===== src/rtl/superio_config_register_block_assert.svh =====
// Assertion macros for the super I/O configuration register block.
// Included by the modules that assert; no other dependencies.
`ifndef SUPERIO_CONFIG_REGISTER_BLOCK_ASSERT_SVH
`define SUPERIO_CONFIG_REGISTER_BLOCK_ASSERT_SVH

`ifndef SYNTHESIS
`define SIOCFG_ASSERT_SAME(label, clk, rst_n, ante, cons) \
  label: assert property (@(posedge clk) disable iff (!rst_n) (ante) |-> (cons)) \
    else $error("siocfg assertion failed");
`define SIOCFG_ASSERT_NEXT(label, clk, rst_n, ante, cons) \
  label: assert property (@(posedge clk) disable iff (!rst_n) (ante) |=> (cons)) \
    else $error("siocfg assertion failed");
`else
`define SIOCFG_ASSERT_SAME(label, clk, rst_n, ante, cons)
`define SIOCFG_ASSERT_NEXT(label, clk, rst_n, ante, cons)
`endif

`endif


===== src/rtl/siocfg_pkg.sv =====
// Shared types, register indexes, reset defaults and base-address tables
// for the super I/O configuration register block. No dependencies.
package siocfg_pkg;

  localparam int unsigned IDX_BITS = 5;

  // register indexes with special handling
  localparam logic [IDX_BITS-1:0] IDX_FER     = 5'h00;  // function enables
  localparam logic [IDX_BITS-1:0] IDX_FAR     = 5'h01;  // address select
  localparam logic [IDX_BITS-1:0] IDX_PTR     = 5'h02;  // power-down
  localparam logic [IDX_BITS-1:0] IDX_SID     = 5'h08;  // chip id, read-only
  localparam logic [IDX_BITS-1:0] IDX_LPT_REL = 5'h19;  // relocated parallel base
  localparam logic [IDX_BITS-1:0] IDX_CTRL    = 5'h1B;  // relocation unlock
  localparam logic [IDX_BITS-1:0] IDX_IRQ_SEL = 5'h1C;  // serial irq override

  localparam logic [7:0] CHIP_ID         = 8'h70;
  localparam logic [7:0] FER_MASK        = 8'h5F;
  localparam logic [7:0] FER_DEFAULT     = 8'h4B;
  localparam logic [7:0] FER_ALIAS       = 8'h08;  // byte that maps to the default
  localparam logic [7:0] LPT_REL_DEFAULT = 8'hEF;
  localparam logic [7:0] NO_REG_DATA     = 8'hFF;
  localparam int unsigned UNLOCK_BIT     = 6;

  localparam logic [9:0] LPT_BASE_0 = 10'h378;
  localparam logic [9:0] LPT_BASE_1 = 10'h3BC;
  localparam logic [9:0] LPT_BASE_2 = 10'h278;
  localparam logic [9:0] COM_BASE_0 = 10'h3F8;
  localparam logic [9:0] COM_BASE_1 = 10'h2F8;
  localparam logic [9:0] FDC_PRI    = 10'h3F0;
  localparam logic [9:0] FDC_SEC    = 10'h370;
  localparam logic [2:0] IRQ_3      = 3'd3;
  localparam logic [2:0] IRQ_4      = 3'd4;

  localparam logic [9:0] ALT_BASE_A [4] = '{10'h3E8, 10'h338, 10'h2E8, 10'h220};
  localparam logic [9:0] ALT_BASE_B [4] = '{10'h2E8, 10'h238, 10'h2E0, 10'h228};

  // chip defaults, one byte per register index
  localparam logic [7:0] REG_DEFAULTS [32] = '{
    FER_DEFAULT, 8'h01, 8'h00, 8'h01, 8'h00, 8'h0D, 8'h00, 8'h00,
    CHIP_ID,     8'hC0, 8'h00, 8'h80, 8'h00, 8'h00, 8'h00, 8'h1E,
    8'h00,       8'h00, 8'h30, 8'h00, 8'h00, 8'h00, 8'h00, 8'h00,
    8'h00, LPT_REL_DEFAULT, 8'h00, 8'h00, 8'h00, 8'h00, 8'h00, 8'h00
  };

  // register bytes the unit decode looks at
  typedef struct packed {
    logic [7:0] fer;
    logic [7:0] far;
    logic [7:0] ptr;
    logic [7:0] lpt_rel;
    logic [7:0] ctrl;
    logic [7:0] irq_sel;
  } cfg_view_t;

  typedef struct packed {
    logic       lpt_on;
    logic [9:0] lpt_base;
    logic       com1_on;
    logic [9:0] com1_base;
    logic [2:0] com1_irq;
    logic       com2_on;
    logic [9:0] com2_base;
    logic [2:0] com2_irq;
    logic       fdc_on;
    logic [9:0] fdc_base;
  } unit_map_t;

  function automatic logic [7:0] reg_default(input logic [IDX_BITS-1:0] idx);
    return REG_DEFAULTS[idx];
  endfunction

  function automatic logic [9:0] serial_base(input logic [1:0] sel, input logic [1:0] ext);
    logic [9:0] base;
    unique case (sel)
      2'd0:    base = COM_BASE_0;
      2'd1:    base = COM_BASE_1;
      2'd2:    base = ALT_BASE_A[ext];
      default: base = ALT_BASE_B[ext];
    endcase
    return base;
  endfunction

endpackage


===== src/rtl/siocfg_decode.sv =====
// Decodes the configuration bytes into unit enables, bases and irqs.
// Depends on siocfg_pkg.
module siocfg_decode (
  input  siocfg_pkg::cfg_view_t regs,
  output siocfg_pkg::unit_map_t units
);

  logic       pd;
  logic [1:0] enc;
  logic [9:0] lpt_base;
  logic       lon, c1, c2, fon;
  logic [2:0] irq1, irq2;

  assign pd  = regs.ptr[0];
  assign enc = regs.far[1:0];

  always_comb begin
    unique case (enc)
      2'd0:    lpt_base = siocfg_pkg::LPT_BASE_0;
      2'd1:    lpt_base = regs.ctrl[siocfg_pkg::UNLOCK_BIT] ? {regs.lpt_rel, 2'b00}
                                                             : siocfg_pkg::LPT_BASE_1;
      2'd2:    lpt_base = siocfg_pkg::LPT_BASE_2;
      default: lpt_base = '0;
    endcase
  end

  assign lon = regs.fer[0] && !pd && (enc != 2'd3);
  assign c1  = regs.fer[1] && !pd;
  assign c2  = regs.fer[2] && !pd;
  assign fon = regs.fer[3] && !pd;

  // irq override register wins when its bit 0 is set
  assign irq1 = regs.irq_sel[0] ? (regs.irq_sel[2] ? siocfg_pkg::IRQ_4 : siocfg_pkg::IRQ_3)
                                : (regs.far[2] ? siocfg_pkg::IRQ_3 : siocfg_pkg::IRQ_4);
  assign irq2 = regs.irq_sel[0] ? (regs.irq_sel[6] ? siocfg_pkg::IRQ_4 : siocfg_pkg::IRQ_3)
                                : (regs.far[4] ? siocfg_pkg::IRQ_3 : siocfg_pkg::IRQ_4);

  always_comb begin
    units.lpt_on    = lon;
    units.lpt_base  = lon ? lpt_base : '0;
    units.com1_on   = c1;
    units.com1_base = c1 ? siocfg_pkg::serial_base(regs.far[3:2], regs.far[7:6]) : '0;
    units.com1_irq  = c1 ? irq1 : '0;
    units.com2_on   = c2;
    units.com2_base = c2 ? siocfg_pkg::serial_base(regs.far[5:4], regs.far[7:6]) : '0;
    units.com2_irq  = c2 ? irq2 : '0;
    units.fdc_on    = fon;
    units.fdc_base  = fon ? (regs.fer[5] ? siocfg_pkg::FDC_SEC : siocfg_pkg::FDC_PRI) : '0;
  end

endmodule


===== src/rtl/superio_config_register_block.sv =====
// Top level of the super I/O configuration register block.
// Depends on siocfg_pkg, siocfg_decode and the assertion macro header.
//
// Bus accesses to an index/data port pair enter as items on the in_ channel,
// one per cycle while the result side does not stall; each yields one result
// item through the input register, then the result register. The result carries
// the read byte and the decoded unit map as it stands after that access. Data
// writes commit only on the second consecutive data-port write. The register
// file is REG_COUNT flip-flop bytes, loaded with chip defaults at reset.
`include "superio_config_register_block_assert.svh"

module superio_config_register_block #(
  parameter int REG_COUNT = 29
) (
  input  logic       clk,
  input  logic       rst_n,
  input  logic       in_valid,
  output logic       in_ready,
  input  logic       in_mode,
  input  logic       in_port_select,
  input  logic [7:0] in_write_data,
  output logic       out_valid,
  input  logic       out_ready,
  output logic [7:0] out_read_data,
  output logic       out_lpt_on,
  output logic [9:0] out_lpt_base,
  output logic       out_com1_on,
  output logic [9:0] out_com1_base,
  output logic [2:0] out_com1_irq,
  output logic       out_com2_on,
  output logic [9:0] out_com2_base,
  output logic [2:0] out_com2_irq,
  output logic       out_fdc_on,
  output logic [9:0] out_fdc_base,
  output logic       out_write_taken
);

  localparam int IDX_W = $clog2(REG_COUNT);

  // input stage
  logic       s1_valid_r, s1_valid_nxt;
  logic       s1_mode_r, s1_port_r;
  logic [7:0] s1_data_r;

  // architectural state
  logic [7:0] reg_file_r [REG_COUNT];
  logic [7:0] reg_nxt    [REG_COUNT];
  logic [siocfg_pkg::IDX_BITS-1:0] sel_r, sel_nxt;
  logic       armed_r, armed_nxt;

  // result stage
  logic       out_valid_r, out_valid_nxt;
  logic [7:0] out_rdata_r, rdata;
  logic       out_taken_r;
  siocfg_pkg::unit_map_t out_map_r, map_nxt;
  siocfg_pkg::cfg_view_t view_nxt;

  logic       in_fire, s1_adv, s1_fire;
  logic       commit, locked, in_range, do_store, clear_rel;
  logic       unlocked;
  logic [7:0] wval;
  logic [7:0] sid_byte, fer_byte, rel_byte;

  assign s1_adv   = !out_valid_r || out_ready;
  assign s1_fire  = s1_valid_r && s1_adv;
  assign in_ready = !s1_valid_r || s1_adv;
  assign in_fire  = in_valid && in_ready;

  assign sid_byte = reg_file_r[IDX_W'(siocfg_pkg::IDX_SID)];
  assign fer_byte = reg_file_r[IDX_W'(siocfg_pkg::IDX_FER)];
  assign rel_byte = reg_file_r[IDX_W'(siocfg_pkg::IDX_LPT_REL)];
  assign unlocked = reg_file_r[IDX_W'(siocfg_pkg::IDX_CTRL)][siocfg_pkg::UNLOCK_BIT];

  assign in_range = 32'(sel_r) < REG_COUNT;
  assign commit   = s1_mode_r && s1_port_r && armed_r;
  assign locked   = (sel_r == siocfg_pkg::IDX_LPT_REL) && !unlocked;
  assign do_store = commit && !locked && in_range && (sel_r != siocfg_pkg::IDX_SID);

  always_comb begin
    wval = s1_data_r;
    if (sel_r == siocfg_pkg::IDX_FER) begin
      if (s1_data_r == siocfg_pkg::FER_ALIAS) begin
        wval = siocfg_pkg::FER_DEFAULT;
      end
      wval = wval & siocfg_pkg::FER_MASK;
    end
  end

  // dropping the unlock bit puts the relocated base back to its default
  assign clear_rel = do_store && (sel_r == siocfg_pkg::IDX_CTRL) && unlocked
                     && !wval[siocfg_pkg::UNLOCK_BIT];

  always_comb begin
    for (int i = 0; i < REG_COUNT; i++) begin
      reg_nxt[i] = reg_file_r[i];
      if (do_store && (sel_r == 5'(i))) begin
        reg_nxt[i] = wval;
      end
      if (clear_rel && (5'(i) == siocfg_pkg::IDX_LPT_REL)) begin
        reg_nxt[i] = siocfg_pkg::LPT_REL_DEFAULT;
      end
    end
  end

  always_comb begin
    sel_nxt   = sel_r;
    armed_nxt = armed_r;
    rdata     = '0;
    if (!s1_mode_r) begin
      armed_nxt = 1'b0;
      if (!s1_port_r) begin
        rdata = 8'(sel_r);
      end else if (!in_range) begin
        rdata = siocfg_pkg::NO_REG_DATA;
      end else if (sel_r == siocfg_pkg::IDX_SID) begin
        rdata = siocfg_pkg::CHIP_ID;
      end else begin
        rdata = reg_file_r[sel_r[IDX_W-1:0]];
      end
    end else if (!s1_port_r) begin
      sel_nxt   = s1_data_r[siocfg_pkg::IDX_BITS-1:0];
      armed_nxt = 1'b0;
    end else begin
      armed_nxt = !armed_r;
    end
  end

  assign view_nxt.fer     = reg_nxt[IDX_W'(siocfg_pkg::IDX_FER)];
  assign view_nxt.far     = reg_nxt[IDX_W'(siocfg_pkg::IDX_FAR)];
  assign view_nxt.ptr     = reg_nxt[IDX_W'(siocfg_pkg::IDX_PTR)];
  assign view_nxt.lpt_rel = reg_nxt[IDX_W'(siocfg_pkg::IDX_LPT_REL)];
  assign view_nxt.ctrl    = reg_nxt[IDX_W'(siocfg_pkg::IDX_CTRL)];
  assign view_nxt.irq_sel = reg_nxt[IDX_W'(siocfg_pkg::IDX_IRQ_SEL)];

  siocfg_decode u_decode (
    .regs  (view_nxt),
    .units (map_nxt)
  );

  assign s1_valid_nxt  = in_fire ? 1'b1 : (s1_adv ? 1'b0 : s1_valid_r);
  assign out_valid_nxt = s1_fire ? 1'b1 : (out_ready ? 1'b0 : out_valid_r);

  always_ff @(posedge clk) begin
    if (!rst_n) begin
      s1_valid_r  <= 1'b0;
      out_valid_r <= 1'b0;
      sel_r       <= '0;
      armed_r     <= 1'b0;
      for (int i = 0; i < REG_COUNT; i++) begin
        reg_file_r[i] <= siocfg_pkg::reg_default(5'(i));
      end
    end else begin
      s1_valid_r  <= s1_valid_nxt;
      out_valid_r <= out_valid_nxt;
      if (s1_fire) begin
        sel_r   <= sel_nxt;
        armed_r <= armed_nxt;
        for (int i = 0; i < REG_COUNT; i++) begin
          reg_file_r[i] <= reg_nxt[i];
        end
      end
    end
  end

  always_ff @(posedge clk) begin
    if (in_fire) begin
      s1_mode_r <= in_mode;
      s1_port_r <= in_port_select;
      s1_data_r <= in_write_data;
    end
    if (s1_fire) begin
      out_rdata_r <= rdata;
      out_map_r   <= map_nxt;
      out_taken_r <= do_store;
    end
  end

  assign out_valid       = out_valid_r;
  assign out_read_data   = out_rdata_r;
  assign out_lpt_on      = out_map_r.lpt_on;
  assign out_lpt_base    = out_map_r.lpt_base;
  assign out_com1_on     = out_map_r.com1_on;
  assign out_com1_base   = out_map_r.com1_base;
  assign out_com1_irq    = out_map_r.com1_irq;
  assign out_com2_on     = out_map_r.com2_on;
  assign out_com2_base   = out_map_r.com2_base;
  assign out_com2_irq    = out_map_r.com2_irq;
  assign out_fdc_on      = out_map_r.fdc_on;
  assign out_fdc_base    = out_map_r.fdc_base;
  assign out_write_taken = out_taken_r;

  `SIOCFG_ASSERT_NEXT(a_commit_disarms, clk, rst_n, s1_fire && commit, !armed_r)
  `SIOCFG_ASSERT_SAME(a_id_fixed, clk, rst_n, 1'b1, sid_byte == siocfg_pkg::CHIP_ID)
  `SIOCFG_ASSERT_SAME(a_fer_masked, clk, rst_n, 1'b1, (fer_byte & ~siocfg_pkg::FER_MASK) == 8'h00)
  `SIOCFG_ASSERT_NEXT(a_rel_locked, clk, rst_n, !unlocked, $stable(rel_byte))

endmodule


===== config.mk =====
export PLATFORM = sky130hd
export DESIGN_NAME = superio_config_register_block
export DESIGN_NICKNAME = d
export VERILOG_FILES = /design/src/rtl/siocfg_pkg.sv /design/src/rtl/siocfg_decode.sv /design/src/rtl/superio_config_register_block.sv
export VERILOG_INCLUDE_DIRS = /design/src /design/src/rtl
export SDC_FILE = /design/constraint.sdc
export NUM_CORES = 1
export LEC_CHECK = 0
export ABC_CLOCK_PERIOD_IN_PS = 3350
export BUFFER_PORTS_ARGS = -buffer_cell sky130_fd_sc_hd__buf_2
export CAP_MARGIN = 30
export CORE_MARGIN = 5
export CORE_UTILIZATION = 40
export DETAILED_ROUTE_END_ITERATION = 6
export GPL_ROUTABILITY_DRIVEN = 0
export MAX_ROUTING_LAYER = met4
export PLACE_DENSITY = 0.54
export SLEW_MARGIN = 10
export SYNTH_ARGS = -nofsm -noshare
export SYNTH_HDL_FRONTEND = slang
export SYNTH_SLANG_ARGS = --single-unit

===== constraint.sdc =====
create_clock -name clk -period 3.35 [get_ports clk]
set_input_delay 0.1675 -clock clk [delete_from_list [all_inputs] [get_ports clk]]
set_output_delay 0.1675 -clock clk [all_outputs]
set_load 0.1 [all_outputs]

==> results.tsv <==
metric	value	unit
CTS tree	yes	
layout cells sized above 1	0.234	
total global routing overflow	0	
met1 wire length	15400	um
Layout Area Growth over Synthesis	16.9	%
pins over their slew limit	0	
Ports	75	
Setup Buffers After CTS	0	
CTS buffer count	34	
# setup viols final	0	
DR vias/cell	5.49	
max_slew headroom	0.320	
Slew @ Worst Pin	1.01	ns
clock slew at reported path FFs	0.06	ns
Setup Skew	0.0138	ns
drt drc	0	
Lkg Pwr	5.39	nW
GRT Resource Usage Total	0.200	
Clock Tree Buf Depth	3	
CP arrival	2.92	ns
Die Width	191	um
Setup Crit Path Kind	register to register	
post-DP HPWL	24200	um
via count	8190	
CTS Root Cell	clkbuf_16	
Routed WL	35500	um
Skew-Pair Late Insertion Delay	0.52	ns
Core ar.	32400	um2
wire per inst	23.8	um
Fin Setup TNS	0	ns
reg2reg path depth	4	
PD cells	579	nW/um2
max-cap violations	0	
CTS H-tree lvls	2	
Final period util	0.822	
count of different cell masters after synthesis	63	
Nets	1039	
met2 WL	16600	um
Worst Hold Class	input pin to register	
YS warnings	0	
Max FO, Critical Path	16	
Gate Count Post-Synth	921	
Mean Syn Cell Area	14.2	um2
Worst Setup End Kind	register	
die area	36300	um2
Initial Util	0.403	
outcome	finished, final reports clean	
Fin. Hold Viols	0	
initial antenna violation count	0	
Layout fillers	2892	
die height	191	um
number of synthesized flops with an enable pin	279	
PostCTS Resize Cnt	0	
worst vdd ir	0.000406	V
top sig layer	met4	
antenna viol nets, final	0	
WHS Path Cells	3	
Port Buf Inserts	62	
1st-pass router iterations	5	
Worst Setup Start Kind	register	
unrepaired setup endpoints after global routing	no	
DR WL met3	2680	um
ys flop type	edfxtp_1	
pin count of the biggest net entering global routing	38	
synthesis-stage register bit count	292	
Final min period	2.75	ns
FFs w/ async S/R, synth	0	
vias in the first global route	7944	
total power	0.00883	W
Max Fclk	363	MHz
CP required	3.51	ns
Post-CTS Hold Buffers	11	
antenna cells	0	
# clock sinks	292	
Post-Syn Area	13000	um2
first-pass GRT wire length	52100	um
Rows	66	
initial DRC count	803	
sequential element share of the synthesized area	0.663	
-- state kept, by name, indices dropped and copies added, names as in the netlist, 2 cells and up, named ones only --
name           flops
out_com1_irq       2
reg_file_r       232
out_read_data      8
out_com1_base      5
out_com2_base      5
out_lpt_base       8
sel_r              5
s1_data_r          8
out_fdc_base       2
out_com2_irq       2
-- through the flow --
| step | setup slack (ns) | instance area (um2) | utilization | std cells | hold WS, ns |
|---|---|---|---|---|---|
| 2_1_floorplan | 0.315 | 13100 | - | 940 | 0.266 |
| 3_3_place_gp | 0.764 | 14000 | 0.432 | 1420 | 0.345 |
| 3_5_place_dp | 0.699 | 14000 | 0.432 | 1420 | 0.346 |
| 4_1_cts | 0.668 | 15200 | 0.471 | 1492 | 0.00506 |
| 5_1_grt | 0.372 | 15200 | 0.471 | 1492 | 0.0617 |
| 6_report | 0.597 | 15200 | 0.471 | 1492 | 0.0342 |
-- worst max-delay path, cell delays in order (launching register included) --
cell and delay (ns):
dfxtp_1 0.63, nor2_1 0.22, nor4_1 0.74, nand2_1 0.39, nand2_1 0.42
-- final cells by class --
class | instances | area (um2) | share of cell area
clock buffer | 42 | 945 | 0.0620
clock inverter | 19 | 191 | 0.0126
inverter | 19 | 71.3 | 0.00468
multi-input combinational | 551 | 4000 | 0.262
sequential | 292 | 8640 | 0.567
tap | 442 | 553 | 0.0363
timing repair buffer | 127 | 838 | 0.0550
-- metal layers --
layer | up-vias | track usage
met5 | - | -
met4 | 0 | 0.0497
met3 | 60 | 0.0452
met2 | 310 | 0.301
met1 | 4161 | 0.280
li1 | 3659 | -
-- kinds of logic (layout without fill, tap and decap cells) --
family | Yosys count | in the layout | share of synthesized area
other | 2 | 21 | 0.000576
xor gates and xnor gates | 1 | 1 | 0.000672
AOI/OAI and AO/OA | 107 | 107 | 0.0536
muxes | 98 | 98 | 0.132
DFF | 292 | 292 | 0.663
buffers and inverters | 97 | 207 | 0.0380
and+or+nand+nor | 324 | 324 | 0.113
-- synth_stat cells, drive strengths merged, types with 8 or more instances --
library cell | n | share of area
nor2b | 8 | 0.0038
dfxtp | 13 | 0.020
edfxtp | 279 | 0.64
nand3 | 25 | 0.0096
o21ai | 25 | 0.0096
clkbuf | 34 | 0.0098
nand2 | 76 | 0.022
a21oi | 31 | 0.012
nor3 | 10 | 0.0047
mux2i | 35 | 0.028
mux4 | 57 | 0.098
inv | 17 | 0.0049
nor2 | 161 | 0.046
buf | 44 | 0.023
-- layout by cell type (no fill, tap or decap), types with 4 or more instances in the layout --
cell type,n
buf_2,62
clkinv_1,10
nand2_1,76
nor2b_1,8
bufinv_16,4
clkbuf_16,37
mux4_2,57
nand2b_1,5
nor2_1,161
nand3_1,25
dfxtp_1,11
o22ai_1,4
conb_1,21
edfxtp_1,279
a21o_1,6
and3_1,4
o221ai_1,4
nor3_1,9
clkinv_2,5
o21ai_0,23
a311oi_1,5
and2_1,6
dlygate4sd3_1,11
mux2i_1,34
inv_1,16
buf_4,53
clkbuf_1,5
mux2_2,5
a21oi_1,30
-- where the power goes --
part           leakage, nW  internal [W]  switching, W
registers             2.86       0.00417     0.0000787
clock network        0.555       0.00231       0.00147
logic                 1.97      0.000196      0.000607
-- worst paths after layout --
path,from,to,slack (ns)
hold / removal,out_ready,out_valid,0.03
setup / recovery,sel_r[0],reg_file_r[9][2],0.60
hold reg to reg,armed_r,armed_r,0.51
setup reg to reg,sel_r[0],reg_file_r[9][2],0.60
No activity file was read; power rests on OpenSTA's default activity.
